**config.mk**
```make
export PLATFORM = sky130hd
export DESIGN_NAME = overlay_compositor_address_gen
export DESIGN_NICKNAME = d
export VERILOG_FILES = /design/src/rtl/ocag_pkg.sv /design/src/rtl/overlay_compositor_address_gen.sv /design/src/rtl/ocag_desc_ram.sv /design/src/rtl/ocag_out_fifo.sv /design/src/rtl/ocag_walk.sv
export SDC_FILE = /design/constraint.sdc
export NUM_CORES = 2
export LEC_CHECK = 0
export ABC_AREA = 1
export BUFFER_PORTS_ARGS = -buffer_cell sky130_fd_sc_hd__buf_2
export CORE_MARGIN = 2
export CORE_UTILIZATION = 50
export DETAILED_ROUTE_END_ITERATION = 10
export GPL_TIMING_DRIVEN = 0
export PLACE_DENSITY = 0.65
export SKIP_CTS_REPAIR_TIMING = 1
export SYNTH_ARGS = -nofsm -noshare
export SYNTH_HDL_FRONTEND = slang
export SYNTH_SLANG_ARGS = --single-unit
```
**constraint.sdc**
```tcl
create_clock -name clk -period 12.35 [get_ports clk]
set_input_delay 1.235 -clock clk [delete_from_list [all_inputs] [get_ports clk]]
set_output_delay 1.235 -clock clk [all_outputs]
set_load 0.05 [all_outputs]
```
**src/rtl/ocag_pkg.sv**
```systemverilog
// Shared types and constants for the overlay compositor address generator.
package ocag_pkg;

  localparam int SCREEN_WIDTH_DEF  = 640;
  localparam int SCREEN_HEIGHT_DEF = 480;
  localparam int OVERLAY_COUNT_DEF = 32;
  localparam int FIFO_DEPTH        = 4;

  localparam logic [31:0] BASE_ADDRESS = 32'h0200_0000;
  // 4 bytes per pixel
  localparam int PIXEL_SHIFT = 2;

  localparam logic CMD_WRITE = 1'b0;
  localparam logic CMD_QUERY = 1'b1;

  typedef struct packed {
    logic [15:0] x;
    logic [15:0] y;
    logic [15:0] width;
    logic [15:0] height;
    logic [31:0] pointer;
  } desc_t;

  typedef struct packed {
    logic [31:0] addr;
    logic [4:0]  slot;
    logic        is_base;
    logic        last;
  } cand_t;

endpackage

```
**src/rtl/overlay_compositor_address_gen.sv**
```systemverilog
// Overlay compositor address generator: top level.
//
// Input stream (s_axis): one word per item. tuser selects descriptor write or
// pixel query. A write loads one descriptor slot and gives no output; writes
// can follow back to back. A query walks the descriptor memory from the
// highest slot down, one slot read per cycle through its single read port
// while the output queue has room, and emits on m_axis the source byte
// address of each enabled overlay covering the pixel, then the base
// framebuffer address with tlast and tuser set. A query holds s_axis_tready
// low until the walk has read every slot and issued the base word, and the
// read and address stages have emptied; only then is the next word taken.
// When the receiver stalls, a 4-word output queue fills and the walk pauses
// until space frees; nothing is dropped.
// Reset disables every overlay (enable bits clear at once) and empties the
// queue; no clearing pass is needed.
module overlay_compositor_address_gen #(
  parameter int SCREEN_WIDTH  = ocag_pkg::SCREEN_WIDTH_DEF,
  parameter int SCREEN_HEIGHT = ocag_pkg::SCREEN_HEIGHT_DEF,
  parameter int OVERLAY_COUNT = ocag_pkg::OVERLAY_COUNT_DEF
) (
  input  logic         clk,
  input  logic         rst,
  input  logic         s_axis_tvalid,
  output logic         s_axis_tready,
  // overlay_index[4:0], pos_x[20:5], pos_y[36:21], ov_width[52:37],
  // ov_height[68:53], src_pointer[100:69], enable[101], zero[103:102]
  input  logic [103:0] s_axis_tdata,
  // cmd[0]
  input  logic [0:0]   s_axis_tuser,
  output logic         m_axis_tvalid,
  input  logic         m_axis_tready,
  // fetch_address[31:0], source_overlay[36:32], zero[39:37]
  output logic [39:0]  m_axis_tdata,
  // is_base[0]
  output logic [0:0]   m_axis_tuser,
  output logic         m_axis_tlast
);

  localparam int AW = (OVERLAY_COUNT > 1) ? $clog2(OVERLAY_COUNT) : 1;
  localparam int CW = $clog2(ocag_pkg::FIFO_DEPTH + 1);

  logic            fire;
  logic [4:0]      in_index;
  logic [15:0]     in_x;
  logic [15:0]     in_y;
  ocag_pkg::desc_t in_desc;
  logic            in_enable;
  logic            wr_en;
  logic            start;

  logic            rd_en;
  logic [4:0]      rd_slot;
  ocag_pkg::desc_t rd_data;
  logic            rd_enabled;
  logic [CW-1:0]   fifo_count;
  logic            push;
  ocag_pkg::cand_t push_data;
  ocag_pkg::cand_t head;

  assign fire      = s_axis_tvalid && s_axis_tready;
  assign in_index  = s_axis_tdata[4:0];
  assign in_x      = s_axis_tdata[20:5];
  assign in_y      = s_axis_tdata[36:21];
  assign in_enable = s_axis_tdata[101];

  assign in_desc.x       = in_x;
  assign in_desc.y       = in_y;
  assign in_desc.width   = s_axis_tdata[52:37];
  assign in_desc.height  = s_axis_tdata[68:53];
  assign in_desc.pointer = s_axis_tdata[100:69];

  // slots past the table are dropped
  assign wr_en = fire && (s_axis_tuser[0] == ocag_pkg::CMD_WRITE) &&
                 ({1'b0, in_index} < 6'(OVERLAY_COUNT));
  assign start = fire && (s_axis_tuser[0] == ocag_pkg::CMD_QUERY);

  ocag_desc_ram #(
    .OVERLAY_COUNT(OVERLAY_COUNT)
  ) u_ram (
    .clk        (clk),
    .rst        (rst),
    .wr_en      (wr_en),
    .wr_addr    (in_index[AW-1:0]),
    .wr_data    (in_desc),
    .wr_enable  (in_enable),
    .rd_en      (rd_en),
    .rd_addr    (rd_slot[AW-1:0]),
    .rd_data    (rd_data),
    .rd_enabled (rd_enabled)
  );

  ocag_walk #(
    .SCREEN_WIDTH  (SCREEN_WIDTH),
    .SCREEN_HEIGHT (SCREEN_HEIGHT),
    .OVERLAY_COUNT (OVERLAY_COUNT),
    .FIFO_DEPTH    (ocag_pkg::FIFO_DEPTH)
  ) u_walk (
    .clk        (clk),
    .rst        (rst),
    .start      (start),
    .start_x    (in_x),
    .start_y    (in_y),
    .ready      (s_axis_tready),
    .rd_en      (rd_en),
    .rd_slot    (rd_slot),
    .rd_data    (rd_data),
    .rd_enabled (rd_enabled),
    .fifo_count (fifo_count),
    .push       (push),
    .push_data  (push_data)
  );

  ocag_out_fifo #(
    .DEPTH(ocag_pkg::FIFO_DEPTH)
  ) u_fifo (
    .clk       (clk),
    .rst       (rst),
    .push      (push),
    .push_data (push_data),
    .pop       (m_axis_tready),
    .head      (head),
    .not_empty (m_axis_tvalid),
    .count     (fifo_count)
  );

  assign m_axis_tdata = {3'b000, head.slot, head.addr};
  assign m_axis_tuser = head.is_base;
  assign m_axis_tlast = head.last;

endmodule

```
**src/rtl/ocag_desc_ram.sv**
```systemverilog
// Descriptor memory: one write port, one registered read port, enable bits in flops.
module ocag_desc_ram #(
  parameter int OVERLAY_COUNT = ocag_pkg::OVERLAY_COUNT_DEF,
  localparam int AW = (OVERLAY_COUNT > 1) ? $clog2(OVERLAY_COUNT) : 1
) (
  input  logic                 clk,
  input  logic                 rst,
  input  logic                 wr_en,
  input  logic [AW-1:0]        wr_addr,
  input  ocag_pkg::desc_t      wr_data,
  input  logic                 wr_enable,
  input  logic                 rd_en,
  input  logic [AW-1:0]        rd_addr,
  output ocag_pkg::desc_t      rd_data,
  output logic                 rd_enabled
);

  ocag_pkg::desc_t            mem [OVERLAY_COUNT];
  logic [OVERLAY_COUNT-1:0]   en_bits;

  always_ff @(posedge clk) begin
    if (wr_en) begin
      mem[wr_addr] <= wr_data;
    end
    if (rd_en) begin
      rd_data    <= mem[rd_addr];
      rd_enabled <= en_bits[rd_addr];
    end
  end

  // enable bits double as valid bits: a slot never written reads as disabled
  always_ff @(posedge clk) begin
    if (rst) begin
      en_bits <= '0;
    end else if (wr_en) begin
      en_bits[wr_addr] <= wr_enable;
    end
  end

endmodule

```
**src/rtl/ocag_out_fifo.sv**
```systemverilog
// Small output queue holding candidate words ahead of the master port.
module ocag_out_fifo #(
  parameter int DEPTH = ocag_pkg::FIFO_DEPTH,
  localparam int PW = (DEPTH > 1) ? $clog2(DEPTH) : 1,
  localparam int CW = $clog2(DEPTH + 1)
) (
  input  logic            clk,
  input  logic            rst,
  input  logic            push,
  input  ocag_pkg::cand_t push_data,
  input  logic            pop,
  output ocag_pkg::cand_t head,
  output logic            not_empty,
  output logic [CW-1:0]   count
);

  ocag_pkg::cand_t mem [DEPTH];
  logic [PW-1:0]   wr_ptr;
  logic [PW-1:0]   rd_ptr;
  logic            do_pop;

  assign not_empty = (count != '0);
  assign do_pop    = pop && not_empty;
  assign head      = mem[rd_ptr];

  always_ff @(posedge clk) begin
    if (push) begin
      mem[wr_ptr] <= push_data;
    end
  end

  always_ff @(posedge clk) begin
    if (rst) begin
      wr_ptr <= '0;
      rd_ptr <= '0;
      count  <= '0;
    end else begin
      if (push) begin
        wr_ptr <= (wr_ptr == PW'(DEPTH - 1)) ? '0 : wr_ptr + 1'b1;
      end
      if (do_pop) begin
        rd_ptr <= (rd_ptr == PW'(DEPTH - 1)) ? '0 : rd_ptr + 1'b1;
      end
      if (push && !do_pop) begin
        count <= count + 1'b1;
      end else if (!push && do_pop) begin
        count <= count - 1'b1;
      end
    end
  end

endmodule

```
**src/rtl/ocag_walk.sv**
```systemverilog
// Query sequencer: descending slot walk, hit test and address pipeline.
module ocag_walk #(
  parameter int SCREEN_WIDTH  = ocag_pkg::SCREEN_WIDTH_DEF,
  parameter int SCREEN_HEIGHT = ocag_pkg::SCREEN_HEIGHT_DEF,
  parameter int OVERLAY_COUNT = ocag_pkg::OVERLAY_COUNT_DEF,
  parameter int FIFO_DEPTH    = ocag_pkg::FIFO_DEPTH,
  localparam int CW = $clog2(FIFO_DEPTH + 1)
) (
  input  logic            clk,
  input  logic            rst,
  input  logic            start,
  input  logic [15:0]     start_x,
  input  logic [15:0]     start_y,
  output logic            ready,
  output logic            rd_en,
  output logic [4:0]      rd_slot,
  input  ocag_pkg::desc_t rd_data,
  input  logic            rd_enabled,
  input  logic [CW-1:0]   fifo_count,
  output logic            push,
  output ocag_pkg::cand_t push_data
);

  typedef enum logic [2:0] {
    ST_IDLE  = 3'b001,
    ST_WALK  = 3'b010,
    ST_DRAIN = 3'b100
  } state_t;

  state_t      state;
  logic [5:0]  walk_slot;
  logic [15:0] qx;
  logic [15:0] qy;
  logic [31:0] base_mul;

  // read stage
  logic        t1_valid;
  logic        t1_base;
  logic [4:0]  t1_slot;

  // address stage
  logic        s2_valid;
  logic        s2_base;
  logic [4:0]  s2_slot;
  logic [31:0] s2_ptr;
  logic [15:0] s2_dx;
  logic [31:0] s2_prod;

  logic [CW:0] inflight;
  logic        issue;
  logic [16:0] x_end;
  logic [16:0] y_end;
  logic [16:0] x_lim;
  logic [16:0] y_lim;
  logic        hit_x;
  logic        hit_y;
  logic        hit;
  logic [15:0] dx;
  logic [15:0] dy;
  logic [31:0] offset;

  assign ready = (state == ST_IDLE);

  // keep queue slots reserved for every word still in the pipe
  assign inflight = {1'b0, fifo_count} + (CW + 1)'(t1_valid) + (CW + 1)'(s2_valid);
  assign issue    = (state == ST_WALK) && (inflight < (CW + 1)'(FIFO_DEPTH));

  assign rd_en   = issue && (walk_slot != '0);
  assign rd_slot = 5'(walk_slot - 6'd1);

  // span test, right and bottom edges clipped to the screen
  always_comb begin
    x_end = {1'b0, rd_data.x} + {1'b0, rd_data.width};
    y_end = {1'b0, rd_data.y} + {1'b0, rd_data.height};
    x_lim = (x_end > 17'(SCREEN_WIDTH))  ? 17'(SCREEN_WIDTH)  : x_end;
    y_lim = (y_end > 17'(SCREEN_HEIGHT)) ? 17'(SCREEN_HEIGHT) : y_end;
    hit_x = ({1'b0, rd_data.x} < x_lim) && (qx >= rd_data.x) && ({1'b0, qx} < x_lim);
    hit_y = ({1'b0, rd_data.y} < y_lim) && (qy >= rd_data.y) && ({1'b0, qy} < y_lim);
    hit   = rd_enabled && hit_x && hit_y;
    dx    = qx - rd_data.x;
    dy    = qy - rd_data.y;
  end

  always_ff @(posedge clk) begin
    if (rst) begin
      state     <= ST_IDLE;
      walk_slot <= '0;
      t1_valid  <= 1'b0;
      s2_valid  <= 1'b0;
    end else begin
      t1_valid <= issue;
      s2_valid <= t1_valid && (t1_base || hit);
      unique case (state)
        ST_IDLE: begin
          if (start) begin
            walk_slot <= 6'(OVERLAY_COUNT);
            state     <= ST_WALK;
          end
        end
        ST_WALK: begin
          if (issue) begin
            if (walk_slot != '0) begin
              walk_slot <= walk_slot - 6'd1;
            end else begin
              state <= ST_DRAIN;
            end
          end
        end
        ST_DRAIN: begin
          if (!t1_valid && !s2_valid) begin
            state <= ST_IDLE;
          end
        end
        default: state <= ST_IDLE;
      endcase
    end
  end

  always_ff @(posedge clk) begin
    if (start && ready) begin
      qx <= start_x;
      qy <= start_y;
    end
    base_mul <= 32'({16'b0, qy} * 32'(SCREEN_WIDTH));
    if (issue) begin
      t1_base <= (walk_slot == '0);
      t1_slot <= rd_slot;
    end
    // base word reuses the overlay path: pointer = base, dx = px, prod = py * screen width
    if (t1_valid) begin
      s2_base <= t1_base;
      s2_slot <= t1_base ? 5'd0 : t1_slot;
      s2_ptr  <= t1_base ? ocag_pkg::BASE_ADDRESS : rd_data.pointer;
      s2_dx   <= t1_base ? qx : dx;
      s2_prod <= t1_base ? base_mul : 32'(dy * rd_data.width);
    end
  end

  assign offset = {16'b0, s2_dx} + s2_prod;

  assign push              = s2_valid;
  assign push_data.addr    = s2_ptr + (offset << ocag_pkg::PIXEL_SHIFT);
  assign push_data.slot    = s2_slot;
  assign push_data.is_base = s2_base;
  assign push_data.last    = s2_base;

endmodule

```
==> impl_results.html <==
<table>
<tr><th>Metric</th><th>Value</th></tr>
<tr><th colspan="2">Status</th></tr>
<tr><td>Status</td><td>finished, violations left</td></tr>
<tr><td>Failing checks</td><td>design-rule violations, max-capacitance violations, max-slew violations</td></tr>
<tr><th colspan="2">Clock tree</th></tr>
<tr><td>Buffer cell driving the clock tree root</td><td>sky130_fd_sc_hd__clkbuf_16</td></tr>
<tr><td>Maximum clock path buffer count</td><td>4</td></tr>
<tr><td>Clock tree from TritonCTS</td><td>built</td></tr>
<tr><td>Number of clock buffers inserted by TritonCTS</td><td>355</td></tr>
<tr><td>Clock latency at the later pin of the worst-skew pair</td><td>0.97 ns</td></tr>
<tr><td>H-tree depth</td><td>5</td></tr>
<tr><td>Post-CTS clock slew at the launch and capture registers of the worst setup and hold paths</td><td>0.07 ns</td></tr>
<tr><td>Number of clock sinks</td><td>3514</td></tr>
<tr><th colspan="2">Power</th></tr>
<tr><td>Cell internal pwr</td><td>22500 uW</td></tr>
<tr><td>Net switching power figure</td><td>12600 uW</td></tr>
<tr><td>Peak supply drop</td><td>0.000277 V</td></tr>
<tr><td>Switching share of power</td><td>36.0%</td></tr>
<tr><td>Total power per unit cell area</td><td>205 nW/um^2</td></tr>
<tr><td>Power share of the combinational group</td><td>31.9%</td></tr>
<tr><td>Fraction of power consumed by the clock network</td><td>30.1%</td></tr>
<tr><td>Power share of the sequential group</td><td>38.0%</td></tr>
<tr><td>Total leakage power</td><td>0.0589 uW</td></tr>
<tr><th colspan="2">Synth</th></tr>
<tr><td>Synthesized netlist cell count</td><td>12076</td></tr>
<tr><td>Dominant register cell in the synthesized netlist</td><td>sky130_fd_sc_hd__edfxtp_1</td></tr>
<tr><td>Number of enable-type register cells in the synthesized netlist</td><td>3443</td></tr>
<tr><td>Seq/Total Area, Yosys</td><td>69.7%</td></tr>
<tr><td>FFs w/ async S/R, synth</td><td>0%</td></tr>
<tr><td>Synthesized area</td><td>150000 sq um</td></tr>
<tr><td>Average footprint of a synthesized cell</td><td>12.5 sq um</td></tr>
<tr><td>Distinct cell type count after synthesis</td><td>54</td></tr>
<tr><td>Number of synthesis warnings</td><td>0</td></tr>
<tr><td>Flops &amp; latches, synth</td><td>3514</td></tr>
<tr><th colspan="2">Drt</th></tr>
<tr><td>Pre-antenna DRT Iters</td><td>11</td></tr>
<tr><td>Post-DR wirelength/cell</td><td>28.1 microns</td></tr>
<tr><td>DRT iter0 DRCs</td><td>14219</td></tr>
<tr><td>Vias/cell</td><td>6.09</td></tr>
<tr><td>DR vias</td><td>104042</td></tr>
<tr><td>Remaining number of nets flagged by the antenna check after routing</td><td>0</td></tr>
<tr><td>Post-detailed-routing wire length</td><td>480 mm</td></tr>
<tr><td>Count of unresolved DRC violations after routing</td><td>1</td></tr>
<tr><th colspan="2">Worst setup path</th></tr>
<tr><td>Largest delay share family, worst path</td><td>adder cells</td></tr>
<tr><td>Reg-to-reg setup timing slack</td><td>3.19 ns</td></tr>
<tr><td>R2R cell count</td><td>34</td></tr>
<tr><td>Slowest-stage cell, CP</td><td>sky130_fd_sc_hd__clkbuf_1</td></tr>
<tr><td>Cell mode on critical path</td><td>sky130_fd_sc_hd__inv_1</td></tr>
<tr><td>Crit Reg-Reg Startpoint</td><td>u_walk.qy[0]</td></tr>
<tr><td>Required time at the worst-slack endpoint</td><td>12.92 ns</td></tr>
<tr><td>CP Capture Type</td><td>register</td></tr>
<tr><td>Kind of launch point of the worst setup path</td><td>register</td></tr>
<tr><td>Arrival time reported for the critical path endpoint</td><td>9.73 ns</td></tr>
<tr><td>Capture instance of the worst register-to-register path</td><td>u_walk.s2_prod[21]</td></tr>
<tr><td>Critical path class</td><td>reg -&gt; reg</td></tr>
<tr><td>Slowest cell delay on critical path</td><td>0.61 ns</td></tr>
<tr><td>Critical path fanouts, max</td><td>10</td></tr>
<tr><td>Count of cell instances traversed by the critical path</td><td>34</td></tr>
<tr><td>Buffer and inverter count on the worst path</td><td>9</td></tr>
<tr><th colspan="2">STA</th></tr>
<tr><td>Portion of the clock cycle consumed by the worst path in the final layout</td><td>74.2%</td></tr>
<tr><td>Final worst path period need</td><td>9.16 ns</td></tr>
<tr><td>Slack of the critical path</td><td>3.19 ns</td></tr>
<tr><td>Clk_skew</td><td>0.0751 ns</td></tr>
<tr><td>Slew margin rel.</td><td>-8.38%</td></tr>
<tr><td>Number of max-slew violations in the final report</td><td>21</td></tr>
<tr><td>Final number of setup-violating endpoints</td><td>0</td></tr>
<tr><td>Final setup TNS</td><td>0 ns</td></tr>
<tr><td>Maximum frequency from static timing analysis</td><td>0.109 GHz</td></tr>
<tr><td>Final hold vios</td><td>0</td></tr>
<tr><td>Worst-margin pin slew</td><td>1.63 ns</td></tr>
<tr><td>Setup repair after global routing missed its margin</td><td>no</td></tr>
<tr><th colspan="2">Die</th></tr>
<tr><td>Effective utilization at floorplan</td><td>50.2%</td></tr>
<tr><td>Placeable core region</td><td>300000 sq um</td></tr>
<tr><td>Number of ports placed on the die boundary</td><td>153</td></tr>
<tr><td>Die Wd</td><td>552 microns</td></tr>
<tr><td># rows</td><td>201</td></tr>
<tr><td>Die outline area</td><td>305000 sq um</td></tr>
<tr><td>Die Y</td><td>552 microns</td></tr>
<tr><th colspan="2">Placed design</th></tr>
<tr><td>Detailed placement HPWL</td><td>343 mm</td></tr>
<tr><td># port buffers</td><td>147</td></tr>
<tr><td>Final estimated routing congestion in global placement</td><td>0.942</td></tr>
<tr><td>Worst-case setup slack after placement</td><td>3.23 ns</td></tr>
<tr><th colspan="2">Final layout</th></tr>
<tr><td>Layout overhead on the synthesized area</td><td>14.0%</td></tr>
<tr><td>Fraction of final layout cells sized beyond drive strength 1</td><td>8.17%</td></tr>
<tr><td>Fraction of the core area covered by cells at the end of the flow</td><td>57.2%</td></tr>
<tr><td>Layout fillers</td><td>23821</td></tr>
<tr><td>Commonest cells after routing, fill and taps aside</td><td>3443 x sky130_fd_sc_hd__edfxtp_1, 2275 x sky130_fd_sc_hd__nor2_1, 2136 x sky130_fd_sc_hd__o21ai_0, 1001 x sky130_fd_sc_hd__o22ai_1, 692 x sky130_fd_sc_hd__clkbuf_1</td></tr>
<tr><td>Flip-flop and latch area</td><td>105000 sq um</td></tr>
<tr><td>Most common cell after layout, fill and taps aside</td><td>sky130_fd_sc_hd__edfxtp_1</td></tr>
<tr><td>Total area of multi-input combinational cells</td><td>41100 sq um</td></tr>
<tr><td>Total Nets Final</td><td>13376</td></tr>
<tr><th colspan="2">Global routing</th></tr>
<tr><td>Pin count of the biggest net entering global routing</td><td>74</td></tr>
<tr><td>Total congestion overflow after global routing</td><td>0</td></tr>
<tr><td>First-pass GRT wire length</td><td>684 mm</td></tr>
<tr><td>Number of global-route vias before repair</td><td>101215</td></tr>
<tr><td>Overall routing resource usage</td><td>30.7%</td></tr>
<tr><td>Antenna violations before repair</td><td>64</td></tr>
<tr><th colspan="2">Worst hold path</th></tr>
<tr><td>Worst Hold Endpoint</td><td>u_walk.state[1]</td></tr>
<tr><td>Number of cells traversed by the worst hold path</td><td>2</td></tr>
<tr><td>Class of the tightest hold or removal check</td><td>reg -&gt; reg</td></tr>
<tr><td>Startpoint of the tightest hold check path</td><td>u_walk.state[1]</td></tr>
<tr><th colspan="2">Run</th></tr>
<tr><td>Max Cap Viol</td><td>2</td></tr>
</table>
==> logic make-up after synthesis <==
family                   Yosys count  share of synthesized area, %
XOR/XNOR                          94                         0.548
AO/OA/AOI/OAI                   3466                          12.5
buffers and inverters           1273                          3.23
multiplexers                      97                         0.726
AND/OR/NAND/NOR                 3130                          8.09
flip-flops                      3514                          69.7
adder cells (fa/ha/maj)          500                          5.16
other                              2                       0.00499
==> cell type report <==
class	instances	share of cell area (%)
sequential	3514	61.2
inverter	541	1.18
buffer	732	1.67
multi-input combinational	7316	24.0
tap	3958	2.89
clock buffer	435	5.44
timing repair buffer	307	2.41
antenna	67	0.0978
clock inverter	213	1.19
==> cell usage after synthesis, types with 7 or more instances <==
master | count | area share (%)
sky130_fd_sc_hd__nor2_1 | 2308 | 5.8
sky130_fd_sc_hd__xor2_1 | 62 | 0.36
sky130_fd_sc_hd__mux2_2 | 97 | 0.73
sky130_fd_sc_hd__inv_1 | 533 | 1.3
sky130_fd_sc_hd__o21bai_1 | 7 | 0.035
sky130_fd_sc_hd__dfxtp_1 | 71 | 0.95
sky130_fd_sc_hd__a21oi_1 | 230 | 0.77
sky130_fd_sc_hd__o22ai_1 | 1001 | 4.2
sky130_fd_sc_hd__nand4_1 | 27 | 0.11
sky130_fd_sc_hd__nor4_1 | 8 | 0.033
sky130_fd_sc_hd__clkbuf_1 | 654 | 1.6
sky130_fd_sc_hd__buf_2 | 44 | 0.15
sky130_fd_sc_hd__o21a_1 | 8 | 0.040
sky130_fd_sc_hd__a21o_1 | 11 | 0.055
sky130_fd_sc_hd__fa_1 | 201 | 2.7
sky130_fd_sc_hd__o21ai_0 | 2136 | 7.1
sky130_fd_sc_hd__nor3_1 | 23 | 0.077
sky130_fd_sc_hd__o21ai_1 | 10 | 0.033
sky130_fd_sc_hd__nand3b_1 | 7 | 0.035
sky130_fd_sc_hd__nand3_1 | 112 | 0.37
sky130_fd_sc_hd__or2_2 | 28 | 0.12
sky130_fd_sc_hd__nand2_1 | 603 | 1.5
sky130_fd_sc_hd__buf_1 | 29 | 0.072
sky130_fd_sc_hd__ha_1 | 299 | 2.5
sky130_fd_sc_hd__xnor2_1 | 32 | 0.19
sky130_fd_sc_hd__o211ai_1 | 8 | 0.040
sky130_fd_sc_hd__a31oi_1 | 13 | 0.054
sky130_fd_sc_hd__edfxtp_1 | 3443 | 69
==> metal layers <==
| metal | global-route usage [%] | vias to the layer above | share of wire (%) | wire length, microns |
|---|---|---|---|---|
| li1 | - | 45585 | - | - |
| met1 | 39.9 | 51356 | 37 | 179000 |
| met2 | 47.6 | 6055 | 46 | 219000 |
| met3 | 7.52 | 1016 | 11 | 55200 |
| met4 | 16.4 | 30 | 5.4 | 26100 |
| met5 | 0 | - | 0.053 | 256 |
==> power by group through the flow <==
stage	Sequential [uW]	Clock (uW)	Combinational (uW)
5_1_grt	13400	11100	12100
3_5_place_dp	13600	0	11000
4_1_cts	13400	10600	11100
2_1_floorplan	13600	0	6360
6_report	13400	10600	11200
3_3_place_gp	13600	0	10800
==> per-stage QoR <==
step / total power [uW] / hold slack (ns) / std cells / area [sq um]
2_1_floorplan: 20000 / 0.376 / 12103 / 150000
3_3_place_gp: 24400 / 0.468 / 16208 / 156000
3_5_place_dp: 24600 / 0.469 / 16367 / 160000
4_1_cts: 35100 / 0.478 / 17015 / 171000
5_1_grt: 36500 / 0.494 / 17032 / 171000
6_report: 35200 / 0.479 / 17083 / 171000
==> worst max-delay path by stage <==
stage / startpoint / end / slack [ns]
2_1_floorplan: u_ram.rd_data[64] / u_walk.s2_prod[27] / 5.17
3_3_place_gp: s_axis_tvalid / u_ram.en_bits[21] / 0.68
3_5_place_dp: u_walk.qy[0] / u_walk.s2_prod[25] / 3.23
4_1_cts: u_walk.qy[0] / u_walk.s2_prod[25] / 3.16
5_1_grt: u_walk.qy[0] / u_walk.s2_prod[25] / 2.85
6_report: u_walk.qy[0] / u_walk.s2_prod[21] / 3.19
==> sequential cells by signal (all words and copies together) (netlist names), named ones only <==
| signal | flops |
|---|---|
| u_walk.s2_base | 1 |
| u_walk.push | 1 |
| u_fifo.count | 3 |
| u_walk.qy | 16 |
| u_walk.s2_ptr | 32 |
| u_fifo.mem | 152 |
| u_walk.base_mul | 19 |
| u_walk.walk_slot | 6 |
| u_ram.rd_enabled | 1 |
| u_walk.t1_base | 1 |
| u_walk.s2_slot | 5 |
| u_fifo.wr_ptr | 2 |
| u_walk.s2_dx | 16 |
| u_walk.t1_slot | 5 |
| u_walk.t1_valid | 1 |
| u_ram.mem | 3072 |
| u_ram.en_bits | 32 |
| u_fifo.rd_ptr | 2 |
| u_ram.rd_data | 96 |
| u_walk.s2_prod | 30 |
| u_walk.state | 3 |
| u_walk.qx | 16 |
==> tightest hold or removal path: stages, from the launching register on <==
cell and delay (ns):
sky130_fd_sc_hd__dfxtp_1 0.32, sky130_fd_sc_hd__nand2_1 0.06, sky130_fd_sc_hd__a21oi_1 0.05
(Power assumes the default switching activity.)
